**src/rtl/core/mixed_radix_index_codec_top_defines.svh**
```systemverilog
// ---------------------------------------------------------------------------
// Assertion macros for the mixed radix index codec
// Shared property shapes for same-cycle and next-cycle implications.
// ---------------------------------------------------------------------------
`ifndef MIXED_RADIX_INDEX_CODEC_TOP_DEFINES_SVH
`define MIXED_RADIX_INDEX_CODEC_TOP_DEFINES_SVH

// antecedent implies consequent in the same cycle
`define MRC_ASSERT_NOW(lbl, ante, cons, msg) \
  lbl: assert property (@(posedge clk) disable iff (!rst_n) (ante) |-> (cons)) else $error(msg);

// antecedent implies consequent in the following cycle
`define MRC_ASSERT_NEXT(lbl, ante, cons, msg) \
  lbl: assert property (@(posedge clk) disable iff (!rst_n) (ante) |=> (cons)) else $error(msg);

`endif

```
**src/rtl/core/mrc_pkg.sv**
```systemverilog
// ---------------------------------------------------------------------------
// mrc_pkg
// Types and constants shared by the mixed radix index codec.
// ---------------------------------------------------------------------------
package mrc_pkg;

  localparam int DEF_SIZE_WIDTH = 16;
  localparam int FIELD_W        = 16;
  localparam int NUM_W          = 32;

  typedef struct packed {
    logic               req_type;
    logic [FIELD_W-1:0] dim_size;
    logic [FIELD_W-1:0] dim_index;
    logic               dim_wildcard;
    logic [NUM_W-1:0]   start_number;
    logic               first_dim;
    logic               last_dim;
  } in_item_t;

  typedef struct packed {
    logic [NUM_W-1:0]   packed_number;
    logic [FIELD_W-1:0] index_out;
    logic               wildcard_out;
    logic               is_last;
  } out_item_t;

  // request type codes
  localparam logic REQ_ENCODE = 1'b0;
  localparam logic REQ_DECODE = 1'b1;

  typedef enum logic [1:0] {
    ST_IDLE,
    ST_RUN,
    ST_EMIT
  } ctl_state_t;

  // engine command
  typedef struct packed {
    logic start;
    logic decode;
  } eng_ctl_t;

  // engine status
  typedef struct packed {
    logic busy;
    logic done;
  } eng_sts_t;

endpackage

```
**src/rtl/core/mrc_serial_engine.sv**
```systemverilog
// ---------------------------------------------------------------------------
// mrc_serial_engine
// Bit-serial multiply-add (encode) and restoring divide (decode) unit.
// ---------------------------------------------------------------------------
module mrc_serial_engine #(
  parameter int SIZE_WIDTH = mrc_pkg::DEF_SIZE_WIDTH,
  parameter int EFF_W      = (SIZE_WIDTH < mrc_pkg::FIELD_W) ? SIZE_WIDTH : mrc_pkg::FIELD_W,
  parameter int RW         = EFF_W + 1
) (
  input  logic                    clk,
  input  logic                    rst_n,
  input  mrc_pkg::eng_ctl_t       ctl,
  input  logic [RW-1:0]           radix,
  input  logic [mrc_pkg::NUM_W-1:0] acc_in,
  input  logic [EFF_W-1:0]        digit,
  output mrc_pkg::eng_sts_t       sts,
  output logic [mrc_pkg::NUM_W-1:0] product,
  output logic [mrc_pkg::NUM_W-1:0] quotient,
  output logic [RW-1:0]           remainder
);
  import mrc_pkg::*;

  localparam int CNT_W = $clog2(NUM_W + 1);

  logic             busy_r, busy_nxt;
  logic             done_r, done_nxt;
  logic             dec_r, dec_nxt;
  logic [CNT_W-1:0] cnt_r, cnt_nxt;
  logic [NUM_W-1:0] a_r, a_nxt;      // multiplicand, or dividend/quotient shifter
  logic [NUM_W-1:0] p_r, p_nxt;      // product
  logic [RW-1:0]    mpl_r, mpl_nxt;  // multiplier, MSB first
  logic [RW-1:0]    rad_r, rad_nxt;  // divisor
  logic [RW-1:0]    rem_r, rem_nxt;
  logic [EFF_W-1:0] dig_r, dig_nxt;

  logic [RW:0]      trial;
  logic [RW:0]      diff;
  logic             fits;

  always_comb begin
    trial = {rem_r, a_r[NUM_W-1]};
    diff  = trial - {1'b0, rad_r};
    fits  = (trial >= {1'b0, rad_r});
  end

  always_comb begin
    busy_nxt = busy_r;
    done_nxt = 1'b0;
    dec_nxt  = dec_r;
    cnt_nxt  = cnt_r;
    a_nxt    = a_r;
    p_nxt    = p_r;
    mpl_nxt  = mpl_r;
    rad_nxt  = rad_r;
    rem_nxt  = rem_r;
    dig_nxt  = dig_r;
    if (ctl.start) begin
      busy_nxt = 1'b1;
      dec_nxt  = ctl.decode;
      cnt_nxt  = '0;
      a_nxt    = acc_in;
      p_nxt    = '0;
      mpl_nxt  = radix;
      rad_nxt  = radix;
      rem_nxt  = '0;
      dig_nxt  = digit;
    end else if (busy_r) begin
      cnt_nxt = cnt_r + 1'b1;
      if (dec_r) begin
        // one quotient bit per cycle
        rem_nxt = fits ? diff[RW-1:0] : trial[RW-1:0];
        a_nxt   = {a_r[NUM_W-2:0], fits};
        if (cnt_r == CNT_W'(NUM_W - 1)) begin
          busy_nxt = 1'b0;
          done_nxt = 1'b1;
        end
      end else if (cnt_r == CNT_W'(RW)) begin
        // closing step adds the digit
        p_nxt    = p_r + NUM_W'(dig_r);
        busy_nxt = 1'b0;
        done_nxt = 1'b1;
      end else begin
        p_nxt   = {p_r[NUM_W-2:0], 1'b0} + (mpl_r[RW-1] ? a_r : '0);
        mpl_nxt = {mpl_r[RW-2:0], 1'b0};
      end
    end
  end

  always_ff @(posedge clk) begin
    if (!rst_n) begin
      busy_r <= 1'b0;
      done_r <= 1'b0;
      dec_r  <= 1'b0;
      cnt_r  <= '0;
    end else begin
      busy_r <= busy_nxt;
      done_r <= done_nxt;
      dec_r  <= dec_nxt;
      cnt_r  <= cnt_nxt;
    end
  end

  always_ff @(posedge clk) begin
    a_r   <= a_nxt;
    p_r   <= p_nxt;
    mpl_r <= mpl_nxt;
    rad_r <= rad_nxt;
    rem_r <= rem_nxt;
    dig_r <= dig_nxt;
  end

  assign sts.busy  = busy_r;
  assign sts.done  = done_r;
  assign product   = p_r;
  assign quotient  = a_r;
  assign remainder = rem_r;

endmodule

```
**src/rtl/core/mixed_radix_index_codec_top.sv**
```systemverilog
// ---------------------------------------------------------------------------
// mixed_radix_index_codec_top
// Packs a wildcard-capable multi-dimensional index into one element number
// and unpacks it again, one dimension per input transfer.
// ---------------------------------------------------------------------------
// Usage: one dimension per input transfer. A dimension of size S is a digit
// of radix S+1; digit S means "all elements". Encode (req_type 0) takes
// dimensions first to last and folds acc = acc*(S+1) + digit mod 2^32, giving
// one result on the item marked last_dim. Decode (req_type 1) takes
// dimensions last to first, loads start_number on first_dim, and gives one
// result per item: remainder as index (0 plus wildcard_out when it equals S),
// quotient kept for the next item. Items are processed one at a time by a
// bit-serial engine: encode runs one step per radix bit and a closing step
// that adds the digit, decode one step per bit of the 32-bit number in the
// restoring divider; the engine then hands its result to the control FSM.
// The FSM returns to idle as it registers a result and can then accept the
// next item, so a pending result in the output register does not hold up
// the input side unless a second result is ready before the first is taken.
// ---------------------------------------------------------------------------
`include "mixed_radix_index_codec_top_defines.svh"

module mixed_radix_index_codec_top #(
  parameter int SIZE_WIDTH = mrc_pkg::DEF_SIZE_WIDTH
) (
  input  logic               clk,
  input  logic               rst_n,
  input  logic               in_valid,
  output logic               in_stall,
  input  mrc_pkg::in_item_t  in_data,
  output logic               out_valid,
  input  logic               out_stall,
  output mrc_pkg::out_item_t out_data
);
  import mrc_pkg::*;

  // size and index fields are used to SIZE_WIDTH bits, capped by the field width
  localparam int EFF_W = (SIZE_WIDTH < FIELD_W) ? SIZE_WIDTH : FIELD_W;
  localparam int RW    = EFF_W + 1;

  ctl_state_t        state_r, state_nxt;
  logic [NUM_W-1:0]  acc_r, acc_nxt;      // shared accumulator
  logic              cur_dec_r, cur_dec_nxt;
  logic              cur_last_r, cur_last_nxt;
  logic [EFF_W-1:0]  cur_size_r, cur_size_nxt;
  logic              out_valid_r, out_valid_nxt;
  out_item_t         out_r, out_nxt;

  logic              in_xfer;
  logic              out_free;
  logic              emit_ok;
  logic [EFF_W-1:0]  size_eff;
  logic [EFF_W-1:0]  digit;
  logic [RW-1:0]     radix;
  logic [NUM_W-1:0]  base_acc;
  logic              rem_wild;
  out_item_t         result;

  eng_ctl_t          eng_ctl;
  eng_sts_t          eng_sts;
  logic [NUM_W-1:0]  eng_prod;
  logic [NUM_W-1:0]  eng_quot;
  logic [RW-1:0]     eng_rem;

  // ---- input side: operand setup for the engine ----
  assign in_xfer  = in_valid && !in_stall;
  assign size_eff = in_data.dim_size[EFF_W-1:0];
  assign digit    = in_data.dim_wildcard ? size_eff : in_data.dim_index[EFF_W-1:0];
  assign radix    = RW'(size_eff) + 1'b1;

  always_comb begin
    if (in_data.first_dim) begin
      base_acc = (in_data.req_type == REQ_DECODE) ? in_data.start_number : '0;
    end else begin
      base_acc = acc_r;
    end
  end

  mrc_serial_engine #(
    .SIZE_WIDTH (SIZE_WIDTH)
  ) u_engine (
    .clk       (clk),
    .rst_n     (rst_n),
    .ctl       (eng_ctl),
    .radix     (radix),
    .acc_in    (base_acc),
    .digit     (digit),
    .sts       (eng_sts),
    .product   (eng_prod),
    .quotient  (eng_quot),
    .remainder (eng_rem)
  );

  // ---- result formatting; engine outputs hold after done ----
  assign rem_wild = (eng_rem == RW'(cur_size_r));

  always_comb begin
    if (cur_dec_r) begin
      result.packed_number = '0;
      result.index_out     = rem_wild ? '0 : FIELD_W'(eng_rem);
      result.wildcard_out  = rem_wild;
      result.is_last       = cur_last_r;
    end else begin
      result.packed_number = eng_prod;
      result.index_out     = '0;
      result.wildcard_out  = 1'b0;
      result.is_last       = 1'b1;
    end
  end

  // ---- control FSM: next state ----
  always_comb begin
    state_nxt = state_r;
    unique case (state_r)
      ST_IDLE: begin
        if (in_xfer) state_nxt = ST_RUN;
      end
      ST_RUN: begin
        if (eng_sts.done) begin
          state_nxt = (cur_dec_r || cur_last_r) ? ST_EMIT : ST_IDLE;
        end
      end
      ST_EMIT: begin
        if (out_free) state_nxt = ST_IDLE;
      end
      default: state_nxt = ST_IDLE;
    endcase
  end

  // ---- control FSM: outputs ----
  always_comb begin
    in_stall        = 1'b1;
    eng_ctl.start   = 1'b0;
    eng_ctl.decode  = in_data.req_type;
    emit_ok         = 1'b0;
    unique case (state_r)
      ST_IDLE: begin
        in_stall      = 1'b0;
        eng_ctl.start = in_valid;
      end
      ST_RUN:  ;
      ST_EMIT: emit_ok = out_free;
      default: ;
    endcase
  end

  // ---- datapath registers ----
  assign out_free = !out_valid_r || !out_stall;

  always_comb begin
    acc_nxt       = acc_r;
    cur_dec_nxt   = cur_dec_r;
    cur_last_nxt  = cur_last_r;
    cur_size_nxt  = cur_size_r;
    out_valid_nxt = out_valid_r && out_stall;
    out_nxt       = out_r;
    if (in_xfer) begin
      cur_dec_nxt  = (in_data.req_type == REQ_DECODE);
      cur_last_nxt = in_data.last_dim;
      cur_size_nxt = size_eff;
    end
    if (state_r == ST_RUN && eng_sts.done) begin
      acc_nxt = cur_dec_r ? eng_quot : eng_prod;
    end
    if (emit_ok) begin
      out_valid_nxt = 1'b1;
      out_nxt       = result;
    end
  end

  always_ff @(posedge clk) begin
    if (!rst_n) begin
      state_r     <= ST_IDLE;
      acc_r       <= '0;
      out_valid_r <= 1'b0;
    end else begin
      state_r     <= state_nxt;
      acc_r       <= acc_nxt;
      out_valid_r <= out_valid_nxt;
    end
  end

  always_ff @(posedge clk) begin
    cur_dec_r  <= cur_dec_nxt;
    cur_last_r <= cur_last_nxt;
    cur_size_r <= cur_size_nxt;
    out_r      <= out_nxt;
  end

  assign out_valid = out_valid_r;
  assign out_data  = out_r;

  // ---- checks ----
  `MRC_ASSERT_NEXT(a_accept_starts, in_xfer, state_r == ST_RUN && eng_sts.busy, "no engine start")
  `MRC_ASSERT_NOW(a_done_in_run, eng_sts.done, state_r == ST_RUN, "done outside run")
  `MRC_ASSERT_NOW(a_idle_quiet, state_r == ST_IDLE, !eng_sts.busy && !eng_sts.done, "busy in idle")

endmodule

```
**config.mk**
```make
export PLATFORM = sky130hd
export DESIGN_NAME = mixed_radix_index_codec_top
export DESIGN_NICKNAME = d
export VERILOG_FILES = /design/src/rtl/core/mrc_pkg.sv /design/src/rtl/core/mrc_serial_engine.sv /design/src/rtl/core/mixed_radix_index_codec_top.sv
export VERILOG_INCLUDE_DIRS = /design/src /design/src/rtl/core
export SDC_FILE = /design/constraint.sdc
export NUM_CORES = 1
export LEC_CHECK = 0
export BUFFER_PORTS_ARGS = -buffer_cell sky130_fd_sc_hd__buf_2
export CORE_ASPECT_RATIO = 0.75
export CORE_UTILIZATION = 65
export CTS_BUF_LIST = sky130_fd_sc_hd__clkbuf_4 sky130_fd_sc_hd__clkbuf_8
export CTS_CLUSTER_DIAMETER = 100
export DETAILED_ROUTE_END_ITERATION = 10
export PLACE_DENSITY = 0.9
export SYNTH_ARGS = -nofsm -noshare
export SYNTH_HDL_FRONTEND = slang
export SYNTH_SLANG_ARGS = --single-unit
export TNS_END_PERCENT = 100
```
**constraint.sdc**
```tcl
create_clock -name clk -period 8.3 [get_ports clk]
set_input_delay 0.83 -clock clk [delete_from_list [all_inputs] [get_ports clk]]
set_output_delay 0.83 -clock clk [all_outputs]
set_load 0.005 [all_outputs]
```
==> run summary <==
first-pass GRT wire length: 58.1 mm
Commonest cells post-synth: nand2_1 (178), edfxtp_1 (150), nor2_1 (130)
Die Y: 129 µm
period utilisation layout: 0.455
area of the core: 21100 µm²
DP Cell Count: 1808
Clock Sinks: 243
Cell Chain, Critical Path: and2_1, ha_1, a21oi_1, a2bb2oi_1, nor3_1, a2111oi_2, a21oi_4, a311oi_2, mux2i_1, a221oi_2
root buf cell: clkbuf_8
Vias/cell: 6.35
ys flop type: edfxtp_1
post-route minimum period: 3780 ps
WL met3: 3.62 mm
YS warnings: 0
WL final: 36.5 mm
Initial Utilization: 0.662
worst setup margin: 4520 ps
syn avg cell area: 9.51 µm²
Worst setup EP type: register
Slew Viols, Final: 0
post-route ant nets: 0
peak supply drop: 0.000154 V
slowest CP cell: edfxtp_1
share of flip-flops with an asynchronous set or reset: 0
Clock Latency Late Sink: 550 ps
routed len/inst: 19.5 µm
Pwr Density: 199 nW/µm²
pre-CTS WS: 4570 ps
status: finished clean
max_cap viols: 0
CTS Hold Bufs: 0
synthesized area: 13900 µm²
Final Hold Fails: 0
cells after synthesis: 1466
setup TNS: 0 ps
CP max stage delay: 1060 ps
Slew headroom: 0.247
die width: 171 µm
Pwr Total: 0.00308 W
die area: 22000 µm²
Pre-Repair DR Iteration Count: 5
via count: 11900
CP required: 8690 ps
I/O pins: 124
GP Congestion: 0.969
CTS tree: built
area grow syn2layout: 11.0%
top sig layer: met4
post-synth top area share: 0.323
Synth Register Bits: 243
Setup Viol. Count Final: 0
crit path kind: register to register
leakage: 6.61 nW
pin count of the biggest net entering global routing: 73
Critical Path Fanout Max: 32
met2 wire len: 16.0 mm
startpoint types: register
most frequent cell after synthesis: nand2_1
# diodes: 0
CTS Buf Count: 38
CTS resizes: 0
Setup Skew: 15.6 ps
Arrival @ worst endpoint: 4160 ps
Hold WC Path Type: input port to register
Synth cell types: 71
largest area contributor in the netlist: edfxtp_1
Synth Net Count: 1607
Reg clk slew, reported paths: 70 ps
Post-CTS Setup Bufs: 0
Max Freq: 265 MHz
top post-synthesis cells by area: edfxtp_1 (32%), dfxtp_1 (13%), ha_1 (5.9%)
GRT Resource Usage Total: 0.337
RSZ-0062 raised after global routing: false
Finished Layout Cells: 1878
DRT met1 WL: 15.7 mm
row count: 46
EDFF count, synth: 150
depth of the CTS H-tree: 2
initial DRC count: 1121
I/O Buffers: 123
Clock Tree Buf Depth: 3
vias in the first global route: 11200
share of layout cells above drive strength 1: 0.155
Worst Tran Pin Value: 1130 ps
# nets final: 1701
grt ovf: 0
Final HPWL DP: 25.3 mm
Residual DRC: 0
initial antenna violation count: 0
post-synthesis sequential area ratio: 0.457
cells by family (layout without fill, tap and decap cells):
kind of cell | after synthesis | after routing | synth area share
simple gates | 530 | 530 | 0.180
fa+ha+maj | 69 | 69 | 0.0635
buf+inv | 124 | 248 | 0.0343
xor+xnor | 74 | 74 | 0.0465
flops | 243 | 243 | 0.457
compound gates | 396 | 396 | 0.195
mux | 30 | 30 | 0.0232
stage by stage:
stage	hold slack, ps	util	instance area [µm²]
after floorplan	442	-	13900
after global placement	480	0.699	14700
after detailed placement	486	0.699	14700
after CTS	461	0.735	15500
after global routing	469	0.735	15500
final	481	0.735	15500
sequential cells by signal, indices dropped and copies added, names as in the netlist, 2 cells and up:
register	cells
u_engine.product	32
acc_r	32
u_engine.remainder	17
u_engine.rad_r	17
cur_size_r	16
u_engine.dig_r	16
u_engine.mpl_r	17
u_engine.quotient	32
state_r	2
out_data	50
u_engine.cnt_r	6
metal layers:
layer,global-route usage,up-vias
met3,0.0680,107
li1,-,5536
met2,0.516,616
met1,0.471,5675
met4,0.131,0
met5,0,-
cell usage in the layout, fill, tap and decap left out, types with 7 or more instances in the layout:
cell      count
o211ai_1      9
a31oi_1      12
nor2b_1      39
nor3_1       24
a311oi_1      9
inv_1        44
o21a_1       10
o21ai_0      63
a21o_1       31
edfxtp_1    150
a211oi_1     12
nand3_1      37
nand4_1      13
xnor2_1      33
nor4_1        7
mux2i_1      11
clkbuf_8     42
nand2b_1      9
buf_4        10
or3_1         9
dfxtp_1      93
and3_1       15
and2_1       49
clkbuf_4     14
o211a_1      34
nor2_1      128
buf_2       123
a21oi_1     120
a221oi_1     33
xor2_1       41
ha_1         66
nand2_1     177
mux2_2       19
worst max-delay path: cells and delay by family (launching register included):
family                   cells  cell delay (ps)
adder cells (fa/ha/maj)      1              280
multiplexers                 1              250
AND/OR/NAND/NOR              2              360
AO/OA/AOI/OAI                6             1650
flip-flops                   1             1060
final timing paths:
path         cells after the start               start                   end  slack [ps]
max                             10  u_engine.mpl_r[16]  u_engine.product[30]        4520
min                              1          in_data[0]            cur_last_r         480
max reg2reg                     10  u_engine.mpl_r[16]  u_engine.product[30]        4520
min reg2reg                      1           acc_r[20]             acc_r[20]         500
area by class of cell:
cell class	count	area [µm²]
multi-input cells	1099	7130
clock buffers	56	683
fillers	1490	5590
repair buffers	133	691
well taps	288	360
clock inverters	14	71.3
inverters	45	171
flip-flops and latches	243	6370
where the power goes:
group	leakage [nW]	internal (W)	switching, W
logic	4.03	0.000246	0.000380
registers	2.17	0.00136	0.0000740
clock network	0.400	0.000532	0.000482
No activity file was read; power rests on OpenSTA's default activity.
